## config.mk

```make
export PLATFORM = sky130hd
export DESIGN_NAME = imu_serial_frame_parser_core_flat
export DESIGN_NICKNAME = d
export VERILOG_FILES = /design/src/rtl/ispf_pkg.sv /design/src/rtl/ispf_byte_if.sv /design/src/rtl/ispf_result_if.sv /design/src/rtl/ispf_ctrl.sv /design/src/rtl/ispf_datapath.sv /design/src/rtl/imu_serial_frame_parser_core.sv /design/src/flat_wrapper.sv
export SDC_FILE = /design/constraint.sdc
export NUM_CORES = 1
export LEC_CHECK = 0
export ABC_AREA = 1
export BUFFER_PORTS_ARGS = -buffer_cell sky130_fd_sc_hd__buf_2
export CORE_UTILIZATION = 55
export DETAILED_ROUTE_END_ITERATION = 10
export PLACE_DENSITY = 0.74
export SYNTH_ARGS = -nofsm -noshare
export SYNTH_HDL_FRONTEND = slang
export SYNTH_SLANG_ARGS = --single-unit
```

## constraint.sdc

```tcl
create_clock -name clk -period 5.4 [get_ports clk]
set_input_delay 0.27 -clock clk [delete_from_list [all_inputs] [get_ports clk]]
set_output_delay 0.27 -clock clk [all_outputs]
set_load 0.02 [all_outputs]
```

## src/rtl/ispf_pkg.sv

```systemverilog
// Shared types and constants of the sensor frame parser.
// Depends on nothing; imported by every parser module.
`default_nettype none

package ispf_pkg;

    localparam int HEADER_BYTES = 4;

    // Result status codes
    localparam logic [1:0] STATUS_DATA     = 2'd0;
    localparam logic [1:0] STATUS_HEADER   = 2'd1;
    localparam logic [1:0] STATUS_CHECKSUM = 2'd2;
    localparam logic [1:0] STATUS_FAIL     = 2'd3;

    typedef enum logic [1:0] {
        CFG_DEVICE_ADDRESS = 2'd0,
        CFG_READ_OPCODE    = 2'd1,
        CFG_REGISTER_LIMIT = 2'd2,
        CFG_FAILURE_BUDGET = 2'd3
    } cfg_index_t;

    typedef enum logic [1:0] {
        VERDICT_ADVANCE,
        VERDICT_DISCARD,
        VERDICT_GOOD
    } verdict_t;

    typedef enum logic [2:0] {
        ST_IDLE,
        ST_CHECK,
        ST_DISCARD,
        ST_FAIL,
        ST_READ,
        ST_EMIT
    } state_t;

    typedef struct packed {
        logic take_byte;
        logic step;
        logic read_payload;
        logic emit_discard;
        logic emit_fail;
        logic emit_data;
    } dp_cmd_t;

    typedef struct packed {
        logic     byte_taken;
        verdict_t verdict;
        logic     fail_pending;
        logic     out_free;
        logic     data_last;
    } dp_status_t;

endpackage

`default_nettype wire

```

## src/rtl/ispf_byte_if.sv

```systemverilog
// Valid/ready channel carrying one received link byte.
// Depends on nothing.
`default_nettype none

interface ispf_byte_if;
    logic       valid;
    logic       ready;
    logic [7:0] rx_byte;

    modport source (output valid, output rx_byte, input ready);
    modport sink   (input valid, input rx_byte, output ready);
endinterface

`default_nettype wire

```

## src/rtl/ispf_result_if.sv

```systemverilog
// Valid/ready channel carrying one parser result.
// Depends on nothing.
`default_nettype none

interface ispf_result_if;
    logic       valid;
    logic       ready;
    logic [1:0] status;
    logic [5:0] start_register;
    logic [5:0] byte_index;
    logic [7:0] data_byte;
    logic       last;

    modport source (output valid, output status, output start_register, output byte_index,
                    output data_byte, output last, input ready);
    modport sink   (input valid, input status, input start_register, input byte_index,
                    input data_byte, input last, output ready);
endinterface

`default_nettype wire

```

## src/rtl/ispf_ctrl.sv

```systemverilog
// Sequencing state machine of the frame parser.
// Depends on ispf_pkg; drives commands into ispf_datapath.
`default_nettype none

module ispf_ctrl
    import ispf_pkg::*;
(
    input  wire logic       clk,
    input  wire logic       rst_n,
    input  wire dp_status_t status,
    output dp_cmd_t         cmd
);

    state_t state_reg;
    state_t state_next;

    always_ff @(posedge clk or negedge rst_n)
    begin
        if (!rst_n)
        begin
            state_reg <= ST_IDLE;
        end
        else
        begin
            state_reg <= state_next;
        end
    end

    always_comb
    begin
        state_next = state_reg;
        cmd        = '0;
        unique case (state_reg)
            ST_IDLE:
            begin
                cmd.take_byte = 1'b1;
                if (status.byte_taken)
                begin
                    state_next = ST_CHECK;
                end
            end
            ST_CHECK:
            begin
                cmd.step = 1'b1;
                case (status.verdict)
                    VERDICT_DISCARD: state_next = ST_DISCARD;
                    VERDICT_GOOD:    state_next = ST_READ;
                    default:         state_next = ST_IDLE;
                endcase
            end
            ST_DISCARD:
            begin
                if (status.out_free)
                begin
                    cmd.emit_discard = 1'b1;
                    state_next = status.fail_pending ? ST_FAIL : ST_IDLE;
                end
            end
            ST_FAIL:
            begin
                if (status.out_free)
                begin
                    cmd.emit_fail = 1'b1;
                    state_next    = ST_IDLE;
                end
            end
            ST_READ:
            begin
                cmd.read_payload = 1'b1;
                state_next       = ST_EMIT;
            end
            ST_EMIT:
            begin
                if (status.out_free)
                begin
                    cmd.emit_data = 1'b1;
                    state_next    = status.data_last ? ST_IDLE : ST_READ;
                end
            end
            default:
            begin
                state_next = ST_IDLE;
            end
        endcase
    end

endmodule

`default_nettype wire

```

## src/rtl/ispf_datapath.sv

```systemverilog
// Frame parser datapath: config registers, frame state, payload memory, result register.
// Depends on ispf_pkg, ispf_byte_if and ispf_result_if; steered by ispf_ctrl.
`default_nettype none

module ispf_datapath
    import ispf_pkg::*;
#(
    parameter int MAX_PAYLOAD = 64
)
(
    input  wire logic       clk,
    input  wire logic       rst_n,
    input  wire logic       wr_en,
    input  wire logic [1:0] wr_index,
    input  wire logic [7:0] wr_data,
    ispf_byte_if.sink       rx,
    ispf_result_if.source   result,
    input  wire dp_cmd_t    cmd,
    output dp_status_t      status
);

    localparam int AW = $clog2(MAX_PAYLOAD);

    logic [7:0] device_address_reg;
    logic [7:0] read_opcode_reg;
    logic [6:0] register_limit_reg;
    logic [7:0] failure_budget_reg;

    logic [7:0] byte_reg;
    logic [6:0] position_reg;
    logic [5:0] frame_base_reg;
    logic [5:0] length_reg;
    logic [7:0] sum_reg;
    logic [8:0] count_reg;
    logic [1:0] discard_status_reg;
    logic       fail_pending_reg;
    logic [5:0] rd_idx_reg;
    logic [7:0] rdata_reg;

    logic       out_valid_reg;
    logic [1:0] out_status_reg;
    logic [5:0] out_start_reg;
    logic [5:0] out_index_reg;
    logic [7:0] out_data_reg;
    logic       out_last_reg;

    logic [7:0] payload_mem [MAX_PAYLOAD];

    logic [6:0] lim;
    logic [8:0] start_plus;
    logic [6:0] check_pos;
    logic [6:0] slot;
    logic [6:0] amount;
    logic [1:0] bad_status;
    logic [8:0] count_sum;
    logic       fail_now;
    logic       store_en;
    logic       data_last;
    logic       out_free;
    logic       out_load;
    verdict_t   verdict;

    // Effective limit: anything above the payload depth acts as the depth.
    assign lim        = (register_limit_reg > 7'(MAX_PAYLOAD)) ? 7'(MAX_PAYLOAD)
                                                               : register_limit_reg;
    assign start_plus = {3'b000, frame_base_reg} + {1'b0, byte_reg};
    assign check_pos  = {1'b0, length_reg} + 7'(HEADER_BYTES);
    assign slot       = position_reg - 7'(HEADER_BYTES);

    always_comb
    begin
        verdict    = VERDICT_ADVANCE;
        amount     = 7'd0;
        bad_status = STATUS_HEADER;
        case (position_reg)
            7'd0:
            begin
                if (byte_reg != device_address_reg)
                begin
                    verdict = VERDICT_DISCARD;
                    amount  = 7'd1;
                end
            end
            7'd1:
            begin
                if (byte_reg != read_opcode_reg)
                begin
                    verdict = VERDICT_DISCARD;
                    amount  = 7'd2;
                end
            end
            7'd2:
            begin
                if (byte_reg >= {1'b0, lim})
                begin
                    verdict = VERDICT_DISCARD;
                    amount  = 7'd3;
                end
            end
            7'd3:
            begin
                if (start_plus >= {2'b00, lim})
                begin
                    verdict = VERDICT_DISCARD;
                    amount  = 7'd4;
                end
            end
            default:
            begin
                if (position_reg == check_pos)
                begin
                    if (byte_reg != sum_reg)
                    begin
                        verdict    = VERDICT_DISCARD;
                        amount     = position_reg;
                        bad_status = STATUS_CHECKSUM;
                    end
                    else
                    begin
                        verdict = VERDICT_GOOD;
                    end
                end
            end
        endcase
    end

    assign count_sum = count_reg + {2'b00, amount};
    assign fail_now  = count_sum >= {1'b0, failure_budget_reg};
    assign store_en  = cmd.step && (verdict == VERDICT_ADVANCE)
                       && (position_reg >= 7'(HEADER_BYTES));
    assign data_last = (length_reg == 6'd0) || (rd_idx_reg == length_reg - 6'd1);
    assign out_free  = !out_valid_reg || result.ready;
    assign out_load  = cmd.emit_discard || cmd.emit_fail || cmd.emit_data;

    assign rx.ready = cmd.take_byte;

    assign status.byte_taken   = rx.valid && cmd.take_byte;
    assign status.verdict      = verdict;
    assign status.fail_pending = fail_pending_reg;
    assign status.out_free     = out_free;
    assign status.data_last    = data_last;

    assign result.valid          = out_valid_reg;
    assign result.status         = out_status_reg;
    assign result.start_register = out_start_reg;
    assign result.byte_index     = out_index_reg;
    assign result.data_byte      = out_data_reg;
    assign result.last           = out_last_reg;

    always_ff @(posedge clk or negedge rst_n)
    begin
        if (!rst_n)
        begin
            device_address_reg <= 8'd164;
            read_opcode_reg    <= 8'd3;
            register_limit_reg <= 7'd64;
            failure_budget_reg <= 8'd48;
            position_reg       <= '0;
            frame_base_reg     <= '0;
            length_reg         <= '0;
            sum_reg            <= '0;
            count_reg          <= '0;
            discard_status_reg <= STATUS_HEADER;
            fail_pending_reg   <= 1'b0;
            rd_idx_reg         <= '0;
            out_valid_reg      <= 1'b0;
        end
        else
        begin
            if (wr_en)
            begin
                unique case (wr_index)
                    CFG_DEVICE_ADDRESS: device_address_reg <= wr_data;
                    CFG_READ_OPCODE:    read_opcode_reg    <= wr_data;
                    CFG_REGISTER_LIMIT: register_limit_reg <= wr_data[6:0];
                    CFG_FAILURE_BUDGET: failure_budget_reg <= wr_data;
                    default: ;
                endcase
            end

            if (cmd.step)
            begin
                case (verdict)
                    VERDICT_DISCARD:
                    begin
                        position_reg       <= '0;
                        frame_base_reg     <= '0;
                        length_reg         <= '0;
                        sum_reg            <= '0;
                        count_reg          <= fail_now ? 9'd0 : count_sum;
                        discard_status_reg <= bad_status;
                        fail_pending_reg   <= fail_now;
                    end
                    VERDICT_GOOD:
                    begin
                        // hold start and length for the run, drop the failure count
                        count_reg  <= '0;
                        rd_idx_reg <= '0;
                    end
                    default:
                    begin
                        sum_reg      <= sum_reg + byte_reg;
                        position_reg <= position_reg + 7'd1;
                        if (position_reg == 7'd2)
                        begin
                            frame_base_reg <= byte_reg[5:0];
                        end
                        if (position_reg == 7'd3)
                        begin
                            length_reg <= byte_reg[5:0];
                        end
                    end
                endcase
            end

            if (cmd.emit_data)
            begin
                if (data_last)
                begin
                    position_reg   <= '0;
                    frame_base_reg <= '0;
                    length_reg     <= '0;
                    sum_reg        <= '0;
                end
                else
                begin
                    rd_idx_reg <= rd_idx_reg + 6'd1;
                end
            end

            if (out_load)
            begin
                out_valid_reg <= 1'b1;
            end
            else if (result.ready)
            begin
                out_valid_reg <= 1'b0;
            end
        end
    end

    // Payload registers and memory carry no reset.
    always_ff @(posedge clk)
    begin
        if (status.byte_taken)
        begin
            byte_reg <= rx.rx_byte;
        end
        if (store_en)
        begin
            payload_mem[slot[AW-1:0]] <= byte_reg;
        end
        if (cmd.read_payload)
        begin
            rdata_reg <= payload_mem[rd_idx_reg[AW-1:0]];
        end
        if (cmd.emit_discard)
        begin
            out_status_reg <= discard_status_reg;
            out_start_reg  <= '0;
            out_index_reg  <= '0;
            out_data_reg   <= '0;
            out_last_reg   <= !fail_pending_reg;
        end
        else if (cmd.emit_fail)
        begin
            out_status_reg <= STATUS_FAIL;
            out_start_reg  <= '0;
            out_index_reg  <= '0;
            out_data_reg   <= '0;
            out_last_reg   <= 1'b1;
        end
        else if (cmd.emit_data)
        begin
            out_status_reg <= STATUS_DATA;
            out_start_reg  <= frame_base_reg;
            out_index_reg  <= rd_idx_reg;
            out_data_reg   <= (length_reg == 6'd0) ? 8'd0 : rdata_reg;
            out_last_reg   <= data_last;
        end
    end

endmodule

`default_nettype wire

```

## src/rtl/imu_serial_frame_parser_core.sv

```systemverilog
// Top level of the sensor reply frame parser.
// Depends on ispf_pkg, ispf_byte_if, ispf_result_if, ispf_ctrl and ispf_datapath.
//
// Usage:
//   rx carries one received link byte per transfer. result carries parser results:
//   status 0 data bytes of a good frame (one empty result for a zero-length frame),
//   status 1 header reject, status 2 checksum error, status 3 failure budget reached.
//   last marks the final result caused by one byte.
//   wr_en/wr_index/wr_data write device_address (0), read_opcode (1), register_limit (2)
//   and failure_budget (3); write only while the parser is idle.
// Sequencing:
//   One byte at a time. A byte that only advances the frame is accepted, then evaluated,
//   before ready rises again. A rejected byte then loads its results in turn (reject,
//   then fail when the budget is hit). A closing checksum byte of a good frame then
//   emits each payload byte in turn, or one empty result for an empty frame: each byte is
//   read from the payload memory with one registered read port, then loaded into the
//   result register. The sequencer state machine sets this order.
// Reset:
//   Asynchronous, active low; restores the register defaults, clears frame state and
//   the failure count. The payload memory is not cleared and needs no pass.
// Stalls:
//   A finished result waits in the one-entry result register; the next byte is still
//   taken once the pending result is loaded there. Further results hold until it drains.
`default_nettype none

module imu_serial_frame_parser_core
    import ispf_pkg::*;
#(
    parameter int MAX_PAYLOAD = 64
)
(
    input  wire logic       clk,
    input  wire logic       rst_n,
    input  wire logic       wr_en,
    input  wire logic [1:0] wr_index,
    input  wire logic [7:0] wr_data,
    ispf_byte_if.sink       rx,
    ispf_result_if.source   result
);

    dp_cmd_t    cmd;
    dp_status_t status;

    // Sequencer: decides when to take a byte, evaluate it and emit results.
    ispf_ctrl u_ctrl (
        .clk    (clk),
        .rst_n  (rst_n),
        .status (status),
        .cmd    (cmd)
    );

    // Frame state, payload memory and the result register.
    ispf_datapath #(
        .MAX_PAYLOAD (MAX_PAYLOAD)
    ) u_datapath (
        .clk      (clk),
        .rst_n    (rst_n),
        .wr_en    (wr_en),
        .wr_index (wr_index),
        .wr_data  (wr_data),
        .rx       (rx),
        .result   (result),
        .cmd      (cmd),
        .status   (status)
    );

endmodule

`default_nettype wire

```

## src/flat_wrapper.sv

```systemverilog
// flat-port wrapper written by rule: the top's interface ports become plain ports
module imu_serial_frame_parser_core_flat import ispf_pkg::*;
#(
    parameter int MAX_PAYLOAD = 64
)
  (clk, rst_n, wr_en, wr_index, wr_data, rx_valid, rx_rx_byte, rx_ready, result_valid, result_status, result_start_register, result_byte_index, result_data_byte, result_last, result_ready);
  ispf_byte_if rx_i ();
  ispf_result_if result_i ();
  input  wire logic clk;
  input  wire logic rst_n;
  input  wire logic wr_en;
  input  wire logic [1:0] wr_index;
  input  wire logic [7:0] wr_data;
  input wire logic [$bits(rx_i.valid)-1:0] rx_valid;
  input wire logic [$bits(rx_i.rx_byte)-1:0] rx_rx_byte;
  output wire logic [$bits(rx_i.ready)-1:0] rx_ready;
  output wire logic [$bits(result_i.valid)-1:0] result_valid;
  output wire logic [$bits(result_i.status)-1:0] result_status;
  output wire logic [$bits(result_i.start_register)-1:0] result_start_register;
  output wire logic [$bits(result_i.byte_index)-1:0] result_byte_index;
  output wire logic [$bits(result_i.data_byte)-1:0] result_data_byte;
  output wire logic [$bits(result_i.last)-1:0] result_last;
  input wire logic [$bits(result_i.ready)-1:0] result_ready;
  assign rx_i.valid = rx_valid;
  assign rx_i.rx_byte = rx_rx_byte;
  assign rx_ready = rx_i.ready;
  assign result_valid = result_i.valid;
  assign result_status = result_i.status;
  assign result_start_register = result_i.start_register;
  assign result_byte_index = result_i.byte_index;
  assign result_data_byte = result_i.data_byte;
  assign result_last = result_i.last;
  assign result_i.ready = result_ready;
  imu_serial_frame_parser_core #(.MAX_PAYLOAD(MAX_PAYLOAD)) u_core (.clk(clk), .rst_n(rst_n), .wr_en(wr_en), .wr_index(wr_index), .wr_data(wr_data), .rx(rx_i), .result(result_i));
endmodule
```

==> flow_summary.yaml <==
run_status:
  status: "finished, final reports clean"
place:
  io_buffers: 47
  dpl_cell_area_um2: 28900
  place.gp.congestion: 0.901
  dp_hpwl_um: 44100
  place_inst: 3217
worst_setup_path:
  criticalPathCategory: "flip-flop to flip-flop"
  cp-start-kind: "flip-flop"
  arrival_ns: 5.13
  cp-end-kind: "flip-flop"
  cpPeakStageDelay_ns: 0.78
  crit_path_top_delay_cell: "nor2_1"
  critical_path_required_ns: 5.65
  cp_cell_sequence: "ha_1 > fa_1 > inv_1 > nor3_1 > nor2_1 > xnor2_1 > ha_1 > nand2_1 > inv_1 > a31oi_1 > nand2_1 > nor2_1 > nand3_1 > nand2_1 > nand2_1 > nor2_1 > ha_1 > nand3_1 > nor2_1 > nand2_1 > nor2_1"
  crit_fanout: 8
layout:
  fin_cells: 3348
  final_cell_mix: "edfxtp_1 (531), nor2_1 (489), nand2_1 (365), o21ai_0 (331), inv_1 (121)"
  diodes: 0
  final_core_util_pct: 62.9
  largest_reg_flops: 512
  fin_area_um2: 31000
  final_common_cell: "edfxtp_1"
  layout-drive-gt1-share_pct: 9.65
  area_delta_synth_final_pct: 11.8
  num-nets-final: 2720
timing:
  fmax_mhz: 205
  final.setup_skew_ns: 0.0389
  timing_worst_slew_pin_value_ns: 0.984
  setup_tns_ns: 0
  drv_slew: 0
  finalCritPeriodShare_pct: 90.4
  min_period_ns: 4.88
  final_hold_viol_count: 0
  rsz0062_at_grt: "no"
  max_slew_margin_pct: 34.3
  setup_viol: 0
routing:
  vias_per_cell: 5.87
  postRouteWirelength_um: 71400
  wl_per_cell_um: 21.3
  dr.first_iter.drc_count: 2137
  route.detailed.drc: 0
  first_pass_iters: 9
  via_count: 19700
  ant_nets: 0
logic_synthesis:
  synth_flop_cell: "edfxtp_1"
  yosys_register_bits: 631
  synth_edf_count: 531
  syn_nets: 2636
  synth_cell_type_count: 49
  syn-instance-count: 2551
  yosysWarnings: 0
  syn_avg_cell_area_um2: 10.9
  ys_seq_area_share_pct: 66.1
  async_flop_share_pct: 12.7
  netlist_area_um2: 27800
global_route:
  grt_use_total_pct: 28.3
  grt_pass1_wl_um: 109000
  grt_max_degree: 209
  grt_overflow_total: 0
  antenna_found_initial: 0
  grt_pass1_vias: 18900
cts:
  path_clk_slew_ns: 0.07
  clock_sinks: 631
  cts_made_buffers: 60
  cts_tree: "done"
  post_cts.repair.setup_buffers: 0
  clk_latency_ns: 0.65
  root_buffer: "clkbuf_16"
  htreeDepth: 2
  clockBufferDepth: 3
flow_run:
  drv_cap: 0
floorplanning:
  io_pins: 48
  core_region_area_um2: 49400
  start_util_pct: 56.3
  die_h_um: 227
  die_w_um: 227
  rows: 81
  die_area_um2: 51400
power:
  powerDensity_nw_per_um2: 425
  peakVddDrop_mv: 0.329
  power.leakage_nw: 11.6
min_path:
  min_path_type: "input pin to flip-flop"
-- Yosys cell counts, types with 9 or more instances --
cell type / number / area share (%)
o22ai_1: 37 / 0.83
o21ai_0: 332 / 6.0
o211ai_1: 63 / 1.7
nor2_2: 9 / 0.20
a31oi_1: 10 / 0.23
buf_2: 44 / 0.79
xnor2_1: 17 / 0.54
edfxtp_1: 531 / 57
a21oi_1: 53 / 0.96
nand2_1: 365 / 4.9
clkbuf_1: 64 / 0.87
inv_1: 122 / 1.6
dfxtp_1: 20 / 1.4
nand3_1: 113 / 2.0
dfrtp_1: 71 / 6.4
dfstp_2: 9 / 0.85
buf_1: 10 / 0.14
ha_1: 59 / 2.7
nor3_1: 11 / 0.20
nand4_1: 13 / 0.29
nand3b_1: 12 / 0.32
nor2_1: 489 / 6.6
xor2_1: 26 / 0.82
-- path summary, 6_finish.rpt --
path	slack, ns	startpoint	cells after the start	endpoint
min reg2reg	0.50	u_core.u_datapath.discard_status_reg[0]	2	u_core.u_datapath.discard_status_reg[0]
max in group asynchronous	3.62	rst_n	4	u_core.u_datapath.rd_idx_reg[1]
min	0.07	rx_valid	3	u_core.u_ctrl.state_reg[0]
max reg2reg	0.52	u_core.u_datapath.byte_reg[0]	21	u_core.u_datapath.payload_mem[47][6]
max	0.52	u_core.u_datapath.byte_reg[0]	21	u_core.u_datapath.payload_mem[47][6]
min in group asynchronous	0.55	rst_n	3	u_core.u_datapath.sum_reg[1]
-- report_power, final --
part | internal [mW] | switching (mW) | total (mW)
sequential | 5.87 | 0.283 | 6.15
combinational | 0.889 | 1.96 | 2.85
clock | 2.35 | 1.82 | 4.17
-- logic make-up (layout without fill, tap and decap cells) --
group                      Yosys count  in the layout  synth area share (%)
buffers and inverters              257            390                  3.83
DFF                                631            631                  66.1
AOI/OAI and AO/OA                  528            528                  10.7
xor gates and xnor gates            43             43                  1.36
and+or+nand+nor                   1030           1030                  15.1
adders and majority gates           62             62                  2.88
-- what timing repair did --
action                                  in CTS  in global routing
hold buffers                                20                  0
resized for setup                            0                  1
endpoints found under the setup margin       0                  9
hold endpoints to repair                    45                  0
-- per-layer routing --
layer | vias to the layer above | wire (µm) | track usage [%]
li1 | 9095 | - | -
met1 | 9537 | 29100 | 37.9
met2 | 872 | 34300 | 46.5
met3 | 151 | 5480 | 4.81
met4 | 0 | 2550 | 10.5
met5 | - | 0 | 0
-- area by class of cell --
| class | instances | area [µm²] |
|---|---|---|
| sequential | 631 | 18400 |
| timing repair buffer | 148 | 1060 |
| clock buffer | 80 | 1630 |
| inverter | 131 | 499 |
| clock inverter | 31 | 313 |
| fill | 3852 | 18300 |
| tap | 664 | 831 |
| multi-input combinational | 1663 | 8340 |
-- metrics by stage --
stage | setup slack [ns] | power [mW] | hold slack, ns
2_1_floorplan | 0.337 | 8.11 | -0.0256
3_3_place_gp | 0.549 | 8.98 | 0.127
3_5_place_dp | 0.464 | 9.06 | 0.129
4_1_cts | 0.425 | 13.2 | 0.0478
5_1_grt | 0.0479 | 13.7 | 0.0650
6_report | 0.516 | 13.2 | 0.0705
-- critical path: cells and delay by family (launching register included) --
family,cells,cell delay (ns)
and+or+nand+nor,13,2.52
adders and majority gates,4,1.11
DFF,1,0.41
xor gates and xnor gates,1,0.16
AOI/OAI and AO/OA,1,0.15
buffers and inverters,2,0.14
Power figures use the tool's default switching activity.
